--- config.mk ---
export PLATFORM = sky130hd
export DESIGN_NAME = grayscale_tint_pixel_blend
export DESIGN_NICKNAME = d
export VERILOG_FILES = /design/src/rtl/gtpb_pkg.sv /design/src/rtl/gtpb_csr.sv /design/src/rtl/gtpb_gray.sv /design/src/rtl/gtpb_shade.sv /design/src/rtl/grayscale_tint_pixel_blend.sv
export SDC_FILE = /design/constraint.sdc
export NUM_CORES = 1
export LEC_CHECK = 0
export BUFFER_PORTS_ARGS = -buffer_cell sky130_fd_sc_hd__buf_2
export CORE_MARGIN = 4
export CORE_UTILIZATION = 40
export DETAILED_ROUTE_END_ITERATION = 7
export SLEW_MARGIN = 20
export SYNTH_ARGS = -nofsm -noshare
export SYNTH_HDL_FRONTEND = slang
export SYNTH_SLANG_ARGS = --single-unit
--- constraint.sdc ---
create_clock -name clock -period 7.4 [get_ports clock]
set_input_delay 1.48 -clock clock [delete_from_list [all_inputs] [get_ports clock]]
set_output_delay 1.48 -clock clock [all_outputs]
set_load 0.02 [all_outputs]
--- src/rtl/gtpb_pkg.sv ---
`default_nettype none

package gtpb_pkg;

   localparam int PixW   = 16;
   localparam int ChanW  = 5;
   localparam int GreenW = 6;
   localparam int GrayW  = 6;
   localparam int SumW   = 8;
   localparam int ProdW  = 17;
   localparam int AddrW  = 3;
   localparam int DataW  = 32;
   localparam int ModeW  = 8;

   localparam logic [PixW-1:0]   Key565 = 16'hF81F;
   localparam logic [PixW-1:0]   Key555 = 16'h7C1F;
   localparam logic [ChanW-1:0]  Max5   = 5'h1F;
   localparam logic [GreenW-1:0] Max6   = 6'h3F;

   // Three times the sum, divided by ten, as a multiply by 3 * 205 and a shift by 11.
   // The result is exact for every sum that the channels can give, up to 188.
   localparam logic [9:0] GrayMul   = 10'd615;
   localparam int         GrayShift = 11;

   typedef enum logic [0:0] {
      REG_FORMAT = 1'b0,
      REG_TINT   = 1'b1
   } reg_index_type;

   typedef struct packed {
      logic             format_565;
      logic [ModeW-1:0] tint_mode;
   } cfg_type;

   typedef struct packed {
      logic             transp;
      logic [GrayW-1:0] gray;
      logic [PixW-1:0]  dst_pix;
   } gray_word_type;

endpackage

`default_nettype wire

--- src/rtl/gtpb_csr.sv ---
`default_nettype none

module gtpb_csr (
   input  wire logic                      clock,
   input  wire logic                      reset,
   input  wire logic                      csr_psel,
   input  wire logic                      csr_penable,
   input  wire logic                      csr_pwrite,
   input  wire logic [gtpb_pkg::AddrW-1:0] csr_paddr,
   input  wire logic [gtpb_pkg::DataW-1:0] csr_pwdata,
   output      logic [gtpb_pkg::DataW-1:0] csr_prdata,
   output      logic                      csr_pready,
   output      gtpb_pkg::cfg_type         cfg
);
   import gtpb_pkg::*;

   cfg_type       cfg_ff;
   cfg_type       cfg_in;
   reg_index_type idx;
   logic          wr;

   assign idx = reg_index_type'(csr_paddr[2]);
   assign wr  = csr_psel && csr_penable && csr_pwrite;

   always_comb begin
      cfg_in = cfg_ff;
      if (wr) begin
         unique case (idx)
            REG_FORMAT: cfg_in.format_565 = csr_pwdata[0];
            REG_TINT:   cfg_in.tint_mode  = csr_pwdata[ModeW-1:0];
            default:    cfg_in = cfg_ff;
         endcase
      end
   end

   always_ff @(posedge clock) begin
      if (reset) begin
         cfg_ff.format_565 <= 1'b1;
         cfg_ff.tint_mode  <= '0;
      end else begin
         cfg_ff <= cfg_in;
      end
   end

   always_comb begin
      csr_prdata = '0;
      unique case (idx)
         REG_FORMAT: csr_prdata[0]       = cfg_ff.format_565;
         REG_TINT:   csr_prdata[ModeW-1:0] = cfg_ff.tint_mode;
         default:    csr_prdata = '0;
      endcase
   end

   assign csr_pready = 1'b1;
   assign cfg        = cfg_ff;

endmodule

`default_nettype wire

--- src/rtl/gtpb_gray.sv ---
`default_nettype none

module gtpb_gray (
   input  wire logic                     clock,
   input  wire logic                     reset,
   input  wire logic                     in_valid,
   output      logic                     in_stall,
   input  wire logic [gtpb_pkg::PixW-1:0] src_pix,
   input  wire logic [gtpb_pkg::PixW-1:0] dst_pix,
   input  wire gtpb_pkg::cfg_type        cfg,
   output      logic                     out_valid,
   input  wire logic                     out_stall,
   output      gtpb_pkg::gray_word_type  out_word
);
   import gtpb_pkg::*;

   logic            s1_valid_ff, s1_valid_in;
   logic [PixW-1:0] src_ff, src_in;
   logic [PixW-1:0] dst_ff, dst_in;
   logic            s2_valid_ff, s2_valid_in;
   gray_word_type   word_ff, word_in;

   logic              s1_stall;
   logic              s2_open;
   logic [ChanW-1:0]  r5, b5;
   logic [GreenW-1:0] g6;
   logic [SumW-1:0]   sum;
   logic [ProdW-1:0]  prod;

   assign s2_open  = !s2_valid_ff || !out_stall;
   assign s1_stall = s1_valid_ff && !s2_open;
   assign in_stall = s1_stall;

   always_comb begin
      s1_valid_in = s1_stall ? s1_valid_ff : in_valid;
      src_in      = src_ff;
      dst_in      = dst_ff;
      if (in_valid && !s1_stall) begin
         src_in = src_pix;
         dst_in = dst_pix;
      end
   end

   always_comb begin
      b5 = src_ff[ChanW-1:0];
      if (cfg.format_565) begin
         r5 = src_ff[15:11];
         g6 = src_ff[10:5];
      end else begin
         r5 = src_ff[14:10];
         g6 = {1'b0, src_ff[9:5]};
      end
      sum  = SumW'(r5) + SumW'({g6, 1'b0}) + SumW'(b5);
      prod = ProdW'(sum) * ProdW'(GrayMul);
   end

   always_comb begin
      s2_valid_in = s2_open ? s1_valid_ff : s2_valid_ff;
      word_in     = word_ff;
      if (s1_valid_ff && s2_open) begin
         word_in.gray    = prod[GrayShift +: GrayW];
         word_in.dst_pix = dst_ff;
         word_in.transp  = cfg.format_565 ? (src_ff == Key565) : (src_ff == Key555);
      end
   end

   always_ff @(posedge clock) begin
      if (reset) begin
         s1_valid_ff <= 1'b0;
         s2_valid_ff <= 1'b0;
      end else begin
         s1_valid_ff <= s1_valid_in;
         s2_valid_ff <= s2_valid_in;
      end
   end

   always_ff @(posedge clock) begin
      src_ff  <= src_in;
      dst_ff  <= dst_in;
      word_ff <= word_in;
   end

   assign out_valid = s2_valid_ff;
   assign out_word  = word_ff;

endmodule

`default_nettype wire

--- src/rtl/gtpb_shade.sv ---
`default_nettype none

module gtpb_shade (
   input  wire logic                     clock,
   input  wire logic                     reset,
   input  wire logic                     in_valid,
   output      logic                     in_stall,
   input  wire gtpb_pkg::gray_word_type  in_word,
   input  wire gtpb_pkg::cfg_type        cfg,
   output      logic                     rsp_valid,
   input  wire logic                     rsp_stall,
   output      logic [gtpb_pkg::PixW-1:0] rsp_out_pix,
   output      logic                     rsp_write_en
);
   import gtpb_pkg::*;

   logic            valid_ff, valid_in;
   logic [PixW-1:0] pix_ff, pix_in;
   logic            we_ff, we_in;

   logic                    open;
   logic [ChanW-1:0]        dr, db;
   logic [GreenW-1:0]       dg;
   logic [ChanW+GrayW-1:0]  pr, pb;
   logic [GreenW+GrayW-1:0] pg;
   logic [GrayW-1:0]        tr, tb, tg5, tg6;
   logic [ChanW-1:0]        r, b, g5, c;
   logic [GreenW-1:0]       g6;
   logic [PixW-1:0]         res;

   assign open     = !valid_ff || !rsp_stall;
   assign in_stall = valid_ff && rsp_stall;

   always_comb begin
      db = in_word.dst_pix[ChanW-1:0];
      if (cfg.format_565) begin
         dr = in_word.dst_pix[15:11];
         dg = in_word.dst_pix[10:5];
      end else begin
         dr = in_word.dst_pix[14:10];
         dg = {1'b0, in_word.dst_pix[9:5]};
      end
      pr  = (ChanW+GrayW)'(dr) * (ChanW+GrayW)'(in_word.gray);
      pb  = (ChanW+GrayW)'(db) * (ChanW+GrayW)'(in_word.gray);
      pg  = (GreenW+GrayW)'(dg) * (GreenW+GrayW)'(in_word.gray);
      tr  = pr[ChanW +: GrayW];
      tb  = pb[ChanW +: GrayW];
      tg5 = pg[ChanW +: GrayW];
      tg6 = pg[GreenW +: GrayW];
      c   = (in_word.gray > GrayW'(Max5)) ? Max5 : in_word.gray[ChanW-1:0];

      if (cfg.tint_mode == '0) begin
         r  = (tr > GrayW'(Max5)) ? Max5 : tr[ChanW-1:0];
         b  = (tb > GrayW'(Max5)) ? Max5 : tb[ChanW-1:0];
         g5 = (tg5 > GrayW'(Max5)) ? Max5 : tg5[ChanW-1:0];
         g6 = tg6;
      end else begin
         r  = c;
         b  = c;
         g5 = c;
         g6 = {c, 1'b0};
      end

      if (cfg.format_565) begin
         res = {r, g6, b};
      end else begin
         res = {1'b0, r, g5, b};
      end
   end

   always_comb begin
      valid_in = open ? in_valid : valid_ff;
      pix_in   = pix_ff;
      we_in    = we_ff;
      if (in_valid && open) begin
         pix_in = in_word.transp ? in_word.dst_pix : res;
         we_in  = !in_word.transp;
      end
   end

   always_ff @(posedge clock) begin
      if (reset) begin
         valid_ff <= 1'b0;
      end else begin
         valid_ff <= valid_in;
      end
   end

   always_ff @(posedge clock) begin
      pix_ff <= pix_in;
      we_ff  <= we_in;
   end

   assign rsp_valid    = valid_ff;
   assign rsp_out_pix  = pix_ff;
   assign rsp_write_en = we_ff;

endmodule

`default_nettype wire

--- src/rtl/grayscale_tint_pixel_blend.sv ---
// Channel  Direction  Handshake                      Payload
// req      in         req_valid / req_stall          req_src_pix, req_dst_pix
// rsp      out        rsp_valid / rsp_stall          rsp_out_pix, rsp_write_en
// csr      in         csr_psel / csr_penable         csr_paddr, csr_pwdata, csr_prdata
//
// One word is taken every cycle while req_stall is low.
// Each word passes through the input register, the gray register and the result register.
// Reset clears the valid flags and sets format_565 to 1 and tint_mode to 0.
// A stall on rsp backs up through the stages; a stage with room still accepts.
`default_nettype none

module grayscale_tint_pixel_blend (
   input  wire logic                      clock,
   input  wire logic                      reset,
   input  wire logic                      req_valid,
   output      logic                      req_stall,
   input  wire logic [gtpb_pkg::PixW-1:0]  req_src_pix,
   input  wire logic [gtpb_pkg::PixW-1:0]  req_dst_pix,
   output      logic                      rsp_valid,
   input  wire logic                      rsp_stall,
   output      logic [gtpb_pkg::PixW-1:0]  rsp_out_pix,
   output      logic                      rsp_write_en,
   input  wire logic                      csr_psel,
   input  wire logic                      csr_penable,
   input  wire logic                      csr_pwrite,
   input  wire logic [gtpb_pkg::AddrW-1:0] csr_paddr,
   input  wire logic [gtpb_pkg::DataW-1:0] csr_pwdata,
   output      logic [gtpb_pkg::DataW-1:0] csr_prdata,
   output      logic                      csr_pready
);
   import gtpb_pkg::*;

   cfg_type       cfg;
   logic          gray_valid;
   logic          gray_stall;
   gray_word_type gray_word;

   gtpb_csr u_csr (
      .clock       (clock),
      .reset       (reset),
      .csr_psel    (csr_psel),
      .csr_penable (csr_penable),
      .csr_pwrite  (csr_pwrite),
      .csr_paddr   (csr_paddr),
      .csr_pwdata  (csr_pwdata),
      .csr_prdata  (csr_prdata),
      .csr_pready  (csr_pready),
      .cfg         (cfg)
   );

   gtpb_gray u_gray (
      .clock     (clock),
      .reset     (reset),
      .in_valid  (req_valid),
      .in_stall  (req_stall),
      .src_pix   (req_src_pix),
      .dst_pix   (req_dst_pix),
      .cfg       (cfg),
      .out_valid (gray_valid),
      .out_stall (gray_stall),
      .out_word  (gray_word)
   );

   gtpb_shade u_shade (
      .clock        (clock),
      .reset        (reset),
      .in_valid     (gray_valid),
      .in_stall     (gray_stall),
      .in_word      (gray_word),
      .cfg          (cfg),
      .rsp_valid    (rsp_valid),
      .rsp_stall    (rsp_stall),
      .rsp_out_pix  (rsp_out_pix),
      .rsp_write_en (rsp_write_en)
   );

endmodule

`default_nettype wire

==> implementation parameters <==
Parameter                              Value

Clocking
  Worst-skew pair later-pin latency ... between 0.3 and 0.4 ns
  Total of hold buffers inserted after clock tree synthesis ... 0
  Post-CTS Resized ... 0
  Post-CTS setup repair buffer count ... 0
  Maximum count of clock buffers along a single path ... 2
  Clk sink count ... 84
  CTS H-Tree Depth ... 3
  Register clock-pin slew on the reported worst setup and hold paths ... 0.08 ns
  Number of buffers created by CTS ... 9
  TritonCTS clock tree ... yes
  Root Buffer ... clkbuf_16

Route
  Total detailed-routing wirelength ... 16020 um
  Average wire length per cell after detail routing ... ~15 um
  Total number of vias ... ~5400
  Vias per std cell ... 4.945
  DRC violation count after routing ... 0
  Starting DRC count in detailed routing ... around 250
  Number of search-and-repair iterations in the first detailed-routing pass ... 4
  Antenna Violating Nets Remaining ... 0

Synthesis
  Post-Syn Area per Cell ... 10.06 um^2
  Syn Inst Count ... about 760
  Share of flip-flops with an asynchronous set or reset after synthesis ... 0%
  Unique masters post-synth ... between 50 and 60
  Total standard cell area after synthesis ... a little under 8000 um^2
  Count of warnings emitted by yosys ... 0
  Most instantiated flip-flop cell in the synthesis netlist ... edfxtp_1
  Register area share after synthesis ... between 30% and 40%
  Flops & latches, synth ... 84
  Number of synthesized flops with an enable pin ... ~70

GRT
  First-pass GRT wire length ... about 27000 um
  Antenna violations before repair ... 0
  GR Overflow Total ... 0
  Total GRT Usage ... about 16%
  Maximum number of pins on one net before global-route repair ... 33
  Vias in the first global route ... about 5500

Finish
  Post-layout instance count excluding filler cells ... about 1100
  Layout Nets ... 1064
  Fraction of layout instances using a drive strength above 1 ... 13.53%
  ANT cells ... 0
  Synthesis-to-layout area growth ... 10.87%

Timing
  Slew at the pin closest to its max-slew limit ... between 1 and 1.5 ns
  Maximum clock skew at final layout ... 0.01681 ns
  Final total negative setup slack ... 0 ns
  Final Hold Vio Count ... 0
  Worst hold margin ... around 0.42 ns
  Achievable Freq ... between 150 and 200 MHz
  Final count of pins violating max slew ... 0
  Final min period ... between 6 and 7 ns
  Unrepaired setup endpoints after global routing ... false
  Total of endpoints with negative setup slack in the final report ... 0
  Max-slew headroom ... between 30% and 40%
  Period utilization ... roughly 89%

Die
  Number of placement rows ... 50
  Horizontal extent of the die ... 146.6 um
  Area of the core ... roughly 19000 um^2
  Initial Utilization ... between 40% and 50%
  Top-level port count ... about 130
  Die Ht ... between 100 and 150 um
  Die area ... approximately 22000 um^2

Worst setup path
  Startpoint-to-endpoint class of the critical path ... reg2reg
  R2R Setup Slk ... 0.82 ns
  Critical Path Sink Type ... flip-flop
  Data arrival time of the critical path ... 6.68 ns
  Worst-path maximum fanout ... 8
  Data required time of the worst path ... ~7.5 ns
  Type of origin of the critical path ... flip-flop

Placed design
  Number of port buffers ... 74
  GPL Wtd Cong ... 0.8219
  Sum of net half-perimeters after detailed placement ... 12240 um
  Placed insts ... roughly 1100

Worst hold path
  Path type of the worst min-delay path ... reg2reg

Flow run
  Max-cap violations ... 0

Run status
  Outcome ... finished clean
[flip-flops by register name, indices dropped and copies added (netlist names), 9 cells and up]
signal and count:
u_gray.src_ff 16, u_gray.out_word 23, u_gray.dst_ff 16, u_csr.cfg 9, u_shade.rsp_out_pix 16
[layout make-up]
cell class | count | area (um^2)
well taps | 260 | 325.3
repair buffers | 78 | 400.4
fillers | 1823 | 10310
inverters | 99 | 371.6
multi-input cells | 558 | 4747
flip-flops and latches | 84 | 2402
clock buffers | 10 | 229.0
clock inverters | 6 | 47.55
[synth_stat cells, types with 2 or more instances]
master,count,area (um^2)
ha_1,102,1276
inv_1,99,371.6
nand2_1,88,330.3
edfxtp_1,72,2162
fa_1,58,1161
and2_1,41,256.5
nor2_1,36,135.1
a21oi_1,27,135.1
buf_4,26,195.2
clkbuf_1,16,60.06
nor3_1,16,80.08
o21ai_0,14,70.07
dfxtp_1,12,240.2
xor2_1,10,87.58
mux2_2,9,101.4
xnor2_1,9,78.83
nand4_1,8,50.05
nor2b_1,8,50.05
and3_1,7,43.79
nand3_1,7,35.03
nor4_1,7,43.79
o21a_1,7,52.55
o21ai_1,7,35.03
a21o_1,6,45.04
o31a_1,6,52.55
a31oi_1,5,31.28
mux2i_1,5,50.05
o31ai_1,5,37.54
nand2b_1,4,25.02
or2_2,4,25.02
a311oi_1,3,26.28
buf_2,3,15.01
o21bai_1,3,22.52
o32ai_1,3,26.28
a2111oi_0,2,17.52
a211oi_1,2,15.01
a221oi_1,2,17.52
conb_1,2,7.510
nand4b_1,2,17.52
o2111ai_1,2,17.52
o211ai_1,2,15.01
[placed cells by master, fill, tap and decap left out, types with 8 or more instances in the layout]
cell type    n
conb_1      25
buf_2       74
and2_1      41
mux2_2       9
nor2_1      36
edfxtp_1    72
fa_1        58
xnor2_1      9
clkbuf_16    9
xor2_1      10
ha_1       102
o21ai_0     14
a21oi_1     27
dfxtp_1     12
nor3_1      16
nand4_1      8
inv_1       99
nand2_1     88
[worst max-delay path: stages (launching register included)]
cell      delay (ns)
dfxtp_1         0.57
buf_4           0.25
mux2_2          0.35
fa_1            0.45
ha_1            0.36
a21o_1          0.19
a21oi_1         0.23
nor2b_1         0.08
o21a_1          0.24
fa_1            0.52
inv_1           0.05
fa_1            0.47
fa_1            0.51
fa_1            0.43
inv_1           0.06
ha_1            0.15
o21a_1          0.16
o21ai_0         0.10
o31a_1          0.33
a311oi_1        0.43
o21a_1          0.18
nor2_1          0.05
xor2_1          0.15
[stage by stage]
step	cell area (um^2)	setup slack, ns	util, %
after detailed placement	8247	0.7899	43.79
final	8523	0.8249	45.26
after floorplan	7774	0.9204	-
after global routing	8523	0.4182	45.26
after CTS	8523	0.7865	45.26
after global placement	8239	0.8857	43.75
[cells by family (layout without fill, tap and decap cells)]
logic type | Yosys count | after routing | share of synthesized area [%]
fa+ha+maj | 160 | 160 | 31.71
other cells | 2 | 25 | 0.09769
simple gates | 235 | 235 | 15.09
compound gates | 105 | 105 | 9.326
xor+xnor | 19 | 19 | 2.165
mux | 14 | 14 | 1.969
flops | 84 | 84 | 31.25
buf+inv | 145 | 193 | 8.398
[worst paths after layout]
path,from,to,depth (start not counted)
max,u_csr.cfg[8],u_gray.out_word[21],22
min reg2reg,u_gray.dst_ff[15],u_gray.out_word[15],0
max reg2reg,u_csr.cfg[8],u_gray.out_word[21],22
min,u_gray.dst_ff[15],u_gray.out_word[15],0
[layer usage]
metal | GRT usage, % | vias to the layer above | share of wire (%)
met3 | 3.818 | 16 | 5.5
met5 | 0 | - | 0
met2 | 25.72 | 97 | 47
met4 | 4.421 | 0 | 1.2
met1 | 20.59 | 2608 | 46
li1 | - | 2694 | -
Power is left out: the tool's default activity adds up to more than one toggle a clock period on the data nets, which glitch-free logic cannot reach.
